## src/double_ended_priority_queue_unit_defines.svh

```systemverilog
// assertion macros for the double-ended priority queue unit
// expects clk_i and rst_ni in the scope where a macro is used
`ifndef DOUBLE_ENDED_PRIORITY_QUEUE_UNIT_DEFINES_SVH
`define DOUBLE_ENDED_PRIORITY_QUEUE_UNIT_DEFINES_SVH

// property that holds at every clock edge outside reset
`define DEPQ_ASSERT_ALWAYS(lbl, expr, msg) \
  lbl: assert property (@(posedge clk_i) disable iff (!rst_ni) (expr)) else $error(msg);

// antecedent in one cycle implies consequent in the same cycle
`define DEPQ_ASSERT_IMP(lbl, ante, cons, msg) \
  lbl: assert property (@(posedge clk_i) disable iff (!rst_ni) (ante) |-> (cons)) \
    else $error(msg);

// antecedent in one cycle implies consequent in the next cycle
`define DEPQ_ASSERT_NEXT(lbl, ante, cons, msg) \
  lbl: assert property (@(posedge clk_i) disable iff (!rst_ni) (ante) |=> (cons)) \
    else $error(msg);

`endif

```

## src/depq_pkg.sv

```systemverilog
// shared types and codes of the double-ended priority queue unit
// no dependencies
package depq_pkg;

  localparam int unsigned OP_W = 2;
  localparam int unsigned ST_W = 2;

  typedef enum logic [OP_W-1:0] {
    OP_INSERT     = 2'd0,
    OP_SERVE_HIGH = 2'd1,
    OP_SERVE_LOW  = 2'd2
  } op_e;

  typedef enum logic [ST_W-1:0] {
    ST_SERVED = 2'd0,
    ST_EMPTY  = 2'd1,
    ST_FULL   = 2'd2
  } status_e;

  // row-wide command, at most one bit set
  typedef struct packed {
    logic ins;
    logic pop_lo;
    logic pop_hi;
  } depq_ctrl_t;

endpackage

```

## src/depq_cell.sv

```systemverilog
// one slot of the sorted row: holds an entry and trades it with its neighbors
// depends on depq_pkg
module depq_cell #(
  parameter int unsigned ID_BITS       = 20,
  parameter int unsigned PRIORITY_BITS = 24
) (
  input  logic                      clk_i,
  input  logic                      rst_ni,
  input  depq_pkg::depq_ctrl_t      ctrl_i,
  input  logic [ID_BITS-1:0]        new_id_i,
  input  logic [PRIORITY_BITS-1:0]  new_prio_i,
  input  logic                      left_valid_i,
  input  logic                      left_gt_i,
  input  logic [ID_BITS-1:0]        left_id_i,
  input  logic [PRIORITY_BITS-1:0]  left_prio_i,
  input  logic                      right_valid_i,
  input  logic [ID_BITS-1:0]        right_id_i,
  input  logic [PRIORITY_BITS-1:0]  right_prio_i,
  output logic                      valid_o,
  output logic                      gt_o,
  output logic [ID_BITS-1:0]        id_o,
  output logic [PRIORITY_BITS-1:0]  prio_o
);
  import depq_pkg::*;

  logic                     valid_q, valid_d;
  logic [ID_BITS-1:0]       id_q, id_d;
  logic [PRIORITY_BITS-1:0] prio_q, prio_d;
  logic                     gt;

  // stored entry sorts after the new one
  assign gt = valid_q && (prio_q > new_prio_i);

  always_comb begin
    valid_d = valid_q;
    id_d    = id_q;
    prio_d  = prio_q;
    if (ctrl_i.ins) begin
      if (left_gt_i) begin
        // make room: take the neighbor's entry
        valid_d = left_valid_i;
        id_d    = left_id_i;
        prio_d  = left_prio_i;
      end else if (gt || (!valid_q && left_valid_i)) begin
        valid_d = 1'b1;
        id_d    = new_id_i;
        prio_d  = new_prio_i;
      end
    end else if (ctrl_i.pop_lo) begin
      valid_d = right_valid_i;
      id_d    = right_id_i;
      prio_d  = right_prio_i;
    end else if (ctrl_i.pop_hi) begin
      if (valid_q && !right_valid_i) begin
        valid_d = 1'b0;
      end
    end
  end

  always_ff @(posedge clk_i or negedge rst_ni) begin
    if (!rst_ni) begin
      valid_q <= 1'b0;
    end else begin
      valid_q <= valid_d;
    end
  end

  always_ff @(posedge clk_i) begin
    id_q   <= id_d;
    prio_q <= prio_d;
  end

  assign valid_o = valid_q;
  assign gt_o    = gt;
  assign id_o    = id_q;
  assign prio_o  = prio_q;

endmodule

```

## config.mk

```make
export PLATFORM = sky130hd
export DESIGN_NAME = depq_cell
export DESIGN_NICKNAME = d
export VERILOG_FILES = /design/src/double_ended_priority_queue_unit_defines.svh /design/src/depq_pkg.sv /design/src/depq_cell.sv
export SDC_FILE = /design/constraint.sdc
export NUM_CORES = 1
export LEC_CHECK = 0
export BUFFER_PORTS_ARGS = -buffer_cell sky130_fd_sc_hd__buf_4
export CORE_MARGIN = 2
export CORE_UTILIZATION = 48
export CTS_BUF_LIST = sky130_fd_sc_hd__clkbuf_4 sky130_fd_sc_hd__clkbuf_8
export CTS_CLUSTER_SIZE = 16
export DETAILED_ROUTE_END_ITERATION = 10
export PLACE_DENSITY = 0.89
export SLEW_MARGIN = 30
export SYNTH_ARGS = -nofsm -noshare
export SYNTH_HDL_FRONTEND = slang
export SYNTH_SLANG_ARGS = --single-unit
```

## constraint.sdc

```tcl
create_clock -name clk_i -period 6.4 [get_ports clk_i]
set_input_delay 0.64 -clock clk_i [delete_from_list [all_inputs] [get_ports clk_i]]
set_output_delay 0.64 -clock clk_i [all_outputs]
set_load 0.02 [all_outputs]
```

==> reports/qor.yml, run 1 <==
clock_tree:
  cts_hold_buf: 0
  clk_latency_ps: 300
  postCtsSetupBuffers: 0
  clk_path_buf_depth: 2
  cts_buffers: 5
  cts.repair.resized: 0
  cts-root-buf: "clkbuf_8"
  clock-sinks: 45
  htreeDepth: 2
  path_clk_slew_ps: 80
  cts_tree: "built"
floorplan:
  coreArea_um2: 5920
  start_util_pct: 49.6
  die_h_um: 82.2
  die_area_um2: 6760
  fp.dieW_um: 82.2
  ios: 186
  placementRows: 28
layout:
  finalNonFillerCells: 545
  fillers: 428
  layout-drive-gt1-share_pct: 41.7
  seq_area_um2: 1350
  final_cell_mix: "buf_4, a21oi_1, nor2_1, mux2i_1, edfxtp_1"
  diodes: 0
  nets: 634
  area_delta_synth_final_pct: 52.6
  final_common_cell: "buf_4"
  multi_input_area_um2: 1430
timing:
  fin_crit_sh_pct: 45.4
  whs_ps: 97.8
  slew_violations: 0
  max_clock_freq_mhz: 344
  finalSetupViolCount: 0
  finClkSkew_ps: 11.6
  hold_viol_final: 0
  slew_headroom_pct: 44.2
  rsz0062_at_grt: "no"
  tns_ps: 0
  fin_crit_ps: 2900
  tightest_slew_ps: 838
grt:
  antenna_found_initial: 0
  use_met2_pct: 46.1
  grt_pass1_vias: 2703
  overflow: 0
  grt_most_used_layer: "met2"
  met1_usage_pct: 24.8
  track_usage_pct: 23.6
  grt_pass1_wl_um: 12000
  gr-usage-met3_pct: 3.70
  grt_max_degree: 93
logic_synthesis:
  yosysUniqueCellTypes: 30
  synth_seq_cells: 45
  synth_cells: 291
  synthesis.area_um2: 2940
  syn_nets: 455
  ys_seq_area_share_pct: 45.9
  synth-warning-count: 0
  avgSynthCellArea_um2: 10.1
worst_setup_path:
  path_cells: "buf_4 -> inv_1 -> ha_1 -> nand4_1 -> nor4_1 -> a21boi_0 -> o21a_1 -> buf_4"
  slowest_delay_ps: 480
  cp.required_ps: 5760
  cp-end-kind: "output pin"
  cpLargestDelayFamily: "simple AND/OR/NAND/NOR gates"
  worst-path-buf-inv: 3
  crit_path_start_kind: "input pin"
  critical_path_arrival_ps: 2260
  cp_max_fo: 4
  slowest_stage: "nor4_1"
  cp_common_cell: "buf_4"
  path_class: "input pin to output pin"
drt:
  remaining_drc_errors: 0
  viasPerCell: 5.15
  drtPass1Iterations: 4
  avgRoutedWirePerCell_um: 14.8
  wl_um: 8040
  ant_nets: 0
  drt_iter0_markers: 56
  vias: 2805
placed_design:
  dp_cells: 538
  place_hpwl_um: 6570
  gp_routability_congestion: 0.760
  io_buffers: 185
power:
  peakVddDrop_v: 0.0000980
  p_leak_nw: 2.22
  power_density_nw_per_um2: 189
run_status:
  outcome: "finished, final reports clean"
min_path:
  hold_path.class: "input pin to async pin"
job:
  drv_cap: 0
## metal layers
metal  share of wire, %  vias up
met5                  0        -
met4                1.6        0
met3                7.7       13
met2                 56      122
met1                 35     1260
li1                   -     1410
## sequential cells by signal, indices dropped and copies added (netlist names)
signal   cells
prio_o      24
valid_o      1
id_o        20
## report_power, final
| part | total, mW | switching [mW] | internal [mW] | leakage, nW |
|---|---|---|---|---|
| Clock | 0.165 | 0.0876 | 0.0779 | 0.0421 |
| Combinational | 0.299 | 0.149 | 0.150 | 1.73 |
| Sequential | 0.383 | 0.0154 | 0.368 | 0.442 |
| Total | 0.848 | 0.252 | 0.596 | 2.22 |
## layout make-up
class,count,share of cell area (%)
Inverter,26,2.18
Sequential cell,45,30.1
Timing Repair Buffer,187,32.0
Tap cell,75,2.09
Clock buffer,6,1.70
Multi-Input combinational cell,205,31.9
Clock inverter,1,0.0838
## synthesized netlist by cell type, drive strengths merged
cell type	n	area [um^2]
a211oi	1	12.5
a21boi	1	7.51
a21oi	51	255
a221oi	1	8.76
buf	9	40.0
clkbuf	6	22.5
dfrtp	1	25.0
edfxtp	44	1320
ha	24	300
inv	26	97.6
mux2i	44	440
nand2	4	15.0
nand2b	2	12.5
nand3	2	10.0
nand3b	1	20.0
nand4	7	43.8
nor2	48	180
nor2b	2	12.5
nor3	1	5.00
nor4	1	6.26
o211a	1	10.0
o211ai	1	7.51
o21a	2	15.0
o21ai	7	35.0
o22a	1	8.76
o22ai	1	6.26
o311a	1	10.0
or2	1	6.26
## worst paths after layout
path,cells past startpoint,end,slack (ps),start
max,8,gt_o,3500,new_prio_i[22]
min,1,valid_o,100,rst_ni
max reg2reg,8,prio_o[9],3600,prio_o[22]
min reg2reg,2,valid_o,690,valid_o
max in group asynchronous,1,valid_o,6220,rst_ni
min in group clk_i,3,valid_o,640,left_valid_i
## kinds of logic (layout without fill, tap and decap cells)
kind of cell	Yosys count	after routing	synth area share (%)
adders and majority gates	24	24	10.2
buffers and inverters	41	220	5.46
muxes	44	44	15.0
and+or+nand+nor	69	69	10.6
DFF	45	45	45.9
AOI/OAI and AO/OA	68	68	12.8
## per-stage QoR
stage | utilization, % | total power [mW] | cell area (um^2) | worst slack, ps
finish | 75.7 | 0.848 | 4480 | 3500
global route | 75.7 | 0.891 | 4480 | 3340
CTS | 75.7 | 0.855 | 4480 | 3500
detailed placement | 74.3 | 0.691 | 4400 | 3230
global placement | 73.6 | 0.674 | 4360 | 3210
floorplan | - | 0.536 | 2940 | 3220
Note: power is estimated with default switching activity, not from simulation.
==> run 2: changes to the inputs <==
--- a/config.mk
+++ b/config.mk
@@ -5,13 +5,14 @@
 export SDC_FILE = /design/constraint.sdc
 export NUM_CORES = 1
 export LEC_CHECK = 0
+export ABC_AREA = 1
 export BUFFER_PORTS_ARGS = -buffer_cell sky130_fd_sc_hd__buf_4
 export CORE_MARGIN = 2
-export CORE_UTILIZATION = 48
+export CORE_UTILIZATION = 45
 export CTS_BUF_LIST = sky130_fd_sc_hd__clkbuf_4 sky130_fd_sc_hd__clkbuf_8
 export CTS_CLUSTER_SIZE = 16
 export DETAILED_ROUTE_END_ITERATION = 10
-export PLACE_DENSITY = 0.89
+export PLACE_DENSITY = 0.84
 export SLEW_MARGIN = 30
 export SYNTH_ARGS = -nofsm -noshare
 export SYNTH_HDL_FRONTEND = slang
==> constraint.sdc (replaced) <==
create_clock -name clk_i -period 2.75 [get_ports clk_i]
set_input_delay 0.275 -clock clk_i [delete_from_list [all_inputs] [get_ports clk_i]]
set_output_delay 0.275 -clock clk_i [all_outputs]
set_load 0.02 [all_outputs]
==> run 2 against run 1 <==
  * First-iteration DRC count grew 130%
  * Die area grew 8.2%
  * Synthesized cell count grew 26%
  * Utilization shrank 3.3 points
  * Clock power grew to 3.0 times the previous value
  * Clock skew shrank 3.4 ps
  * Worst setup slack lost 2900 ps
  * Combinational power grew 140%
  * Total power grew 150%
  * Critical path depth grew 1
==> reports/qor.yml, run 2 <==
clock_tree:
  clk_latency_ps: 290  # about the same
  postCtsSetupBuffers: 0  # unchanged
  cts_tree: "built"
  htreeDepth: 2  # unchanged
  path_clk_slew_ps: 90  # about the same
  clock-sinks: 45  # unchanged
  cts.repair.resized: 0  # unchanged
  clk_path_buf_depth: 2  # unchanged
  cts-root-buf: "clkbuf_8"
  cts_hold_buf: 1  # +1
  cts_buffers: 5  # unchanged
logic_synthesis:
  muxShareOfSynthArea_pct: 0  # -15 points
  avgSynthCellArea_um2: 8.13  # -19%
  synth_xor_area_share_pct: 0  # unchanged
  async_flop_share_pct: 2.22  # unchanged
  synth_compound_area_share_pct: 17.8  # +5.0 points
  synth_top_family_by_area: "simple AND/OR/NAND/NOR gates"
  synth_seq_cells: 45  # unchanged
  ys_top_cells_by_count: "nand2_1, o21ai_0, nor2_1"
  syn_nets: 532  # +17%
  synth-warning-count: 0  # unchanged
  synth_cells: 368  # +26%
  yosys.area_share.simple_pct: 19.2  # +8.6 points
  synth_fa_ha_area_share_pct: 10.0  # -0.19 points
  yosys.area.top_type: "edfxtp_1"
  yosysUniqueCellTypes: 25  # -17%
  synthTopCellsByArea: "edfxtp_1, ha_1, nand2_1"
  post-synth-top-count-cell: "nand2_1"
  ys_seq_area_share_pct: 45.0  # -0.84 points
  synthesis.area_um2: 2990  # +1.9%
  ys.flop_type: "edfxtp_1"
  synth_top_area_share_pct: 44.2  # -0.83 points
  synth_edf_count: 44  # unchanged
layout:
  layout-drive-gt1-share_pct: 40.0  # -1.7 points
  nets: 710  # +12%
  largest_register_ffs: 24  # unchanged
  final_common_cell: "buf_4"
  diodes: 0  # unchanged
  fin_area_um2: 4620  # +3.2%
  area_delta_synth_final_pct: 54.6
  final_cell_mix: "buf_4, nand2_1, o21ai_0, nor2_1, edfxtp_1"
job:
  drv_cap: 0  # unchanged
worst_setup_path:
  critical_path_arrival_ps: 1840  # -420 ps
  cp.depth: 9  # +1
  cp-end-kind: "output pin"
  slowest_delay_ps: 410  # -70 ps
  cp_max_fo: 3  # -1
  path_class: "register to output pin"
  cp.required_ps: 2480  # -3280 ps
  path_cells: "ha_1 -> nand2_1 -> inv_2 -> nand3_1 -> nor3_1 -> a21oi_1 -> nand2_2 -> inv_1 -> buf_4"
  worst-path-buf-inv: 3  # unchanged
  slowest_stage: "edfxtp_1"
  crit_path_start_kind: "register"
  reg2reg_depth: 10  # +2
  cpLargestDelayFamily: "simple AND/OR/NAND/NOR gates"
power:
  p_sw_uw: 639  # +150%
  switching_share_pct: 30.4  # +0.61 points
  comb_power_share_pct: 34.4  # -0.9 points
  p_leak_nw: 2.27  # +2.2%
  peakVddDrop_v: 0.000288  # +190%
  seqPwrFrac_pct: 42.4  # -2.8 points
  p_int_mw: 1.46  # +150%
  power_density_nw_per_um2: 455  # +140%
  p_total_mw: 2.10  # +150%
  pwr-share-clk_pct: 23.3  # +3.8 points
run_status:
  outcome: "finished, final reports clean"
drt:
  remaining_drc_errors: 0  # unchanged
  drtPass1Iterations: 4  # unchanged
  viasPerCell: 5.13  # -0.42%
  wl_um: 9330  # +16%
  drt_iter0_markers: 130  # +130%
  avgRoutedWirePerCell_um: 15.0  # +1.4%
  ant_nets: 0  # unchanged
  vias: 3198  # +14%
timing:
  max_clock_freq_mhz: 472
  slew_headroom_pct: 44.4  # +0.20 points
  tightest_slew_ps: 835  # -2.97 ps
  fin_crit_sh_pct: 77.1
  finalSetupViolCount: 0  # unchanged
  hold_viol_final: 0  # unchanged
  fin_crit_ps: 2120
  tns_ps: 0  # unchanged
  rsz0062_at_grt: "no"
  whs_ps: 264  # +167 ps
  worst_slack_ps: 630  # -2870 ps
  finClkSkew_ps: 8.24  # -3.38 ps
  slew_violations: 0  # unchanged
grt:
  track_usage_pct: 25.4  # +1.8 points
  antenna_found_initial: 0  # unchanged
  grt_pass1_vias: 3270  # +21%
  grt_max_degree: 48  # -48%
  grt_pass1_wl_um: 14800  # +23%
  overflow: 0  # unchanged
placed_design:
  gp_routability_congestion: 0.802  # +5.5%
  place_hpwl_um: 7070  # +7.5%
  io_buffers: 185  # unchanged
  placed_area_um2: 4500  # +2.4%
  dpl_worst_slack_ps: 622  # -2610 ps
floorplan:
  fp.dieW_um: 85.5  # +4.0%
  placementRows: 29  # +3.6%
  die_area_um2: 7310  # +8.2%
  die_h_um: 85.5  # +4.0%
  start_util_pct: 46.8  # -2.8 points
  ios: 186  # unchanged
  coreArea_um2: 6390  # +7.9%
min_path:
  whs_path_depth: 3
  hold_path.class: "input pin to register"
-- run 2: changes by cell type after synthesis, sizes merged, moves of 4 or more --
| cell | previous run | this run |
|---|---|---|
| clkbuf | 6 | 15 |
| nor2 | 48 | 52 |
| mux2i | 44 | 0 |
| o21ai | 7 | 90 |
| a21oi | 51 | 9 |
| buf | 9 | 4 |
| nand4 | 7 | 1 |
| inv | 26 | 38 |
| nand2 | 4 | 78 |
| nand3 | 2 | 6 |
-- run 2: logic make-up after synthesis --
| logic type | count (synthesis) |
|---|---|
| flip-flops | 45 |
| AND/OR/NAND/NOR | 138 |
| AO/OA/AOI/OAI | 104 |
| adder cells (fa/ha/maj) | 24 |
| buffers and inverters | 57 |
-- run 2: per-stage QoR --
step	std cells	utilization (%)
finish	624	72.4
global route	624	72.4
CTS	624	72.4
detailed placement	615	70.5
global placement	615	70.5
floorplan	368	-
-- run 2: power by group through the flow --
stage | sequential [mW] | clock (mW) | combinational [mW]
floorplan | 1.00 | 0 | 0.270
global placement | 0.901 | 0 | 0.701
detailed placement | 0.907 | 0 | 0.722
CTS | 0.892 | 0.501 | 0.728
global route | 0.900 | 0.526 | 0.792
finish | 0.891 | 0.489 | 0.723
-- run 2: path summary, 6_finish.rpt --
check                               startpoint          to  slack, ps
worst max register to register      prio_o[15]  prio_o[21]        630
max in group asynchronous               rst_ni     valid_o       2360
worst min register to register         valid_o     valid_o        550
worst min-delay path            right_id_i[18]    id_o[18]        260
min in group asynchronous               rst_ni     valid_o        310
worst max-delay path                 prio_o[3]        gt_o        630
-- run 2: final cells by class --
class | instances | area (um^2)
well taps | 77 | 96.3
repair buffers | 190 | 1440
clock buffers | 5 | 68.8
flip-flops and latches | 45 | 1350
multi-input cells | 266 | 1490
clock inverters | 3 | 41.3
fillers | 494 | 1760
inverters | 38 | 143
-- run 2: worst reg2reg max path, stage by stage (launching register included) --
cell	delay, ps
edfxtp_1	450
ha_4	320
nand2_4	50
nor2_4	110
nand4_2	90
nor2_2	110
nand2_1	70
nand3_2	60
nand2_2	70
a22oi_2	200
buf_12	270
-- run 2: per-layer routing --
metal  track usage (%)  routed length [um]
met2              46.4                4900
met1              29.7                3530
met3              5.87                 753
met4              7.36                 149
met5                 0                   0
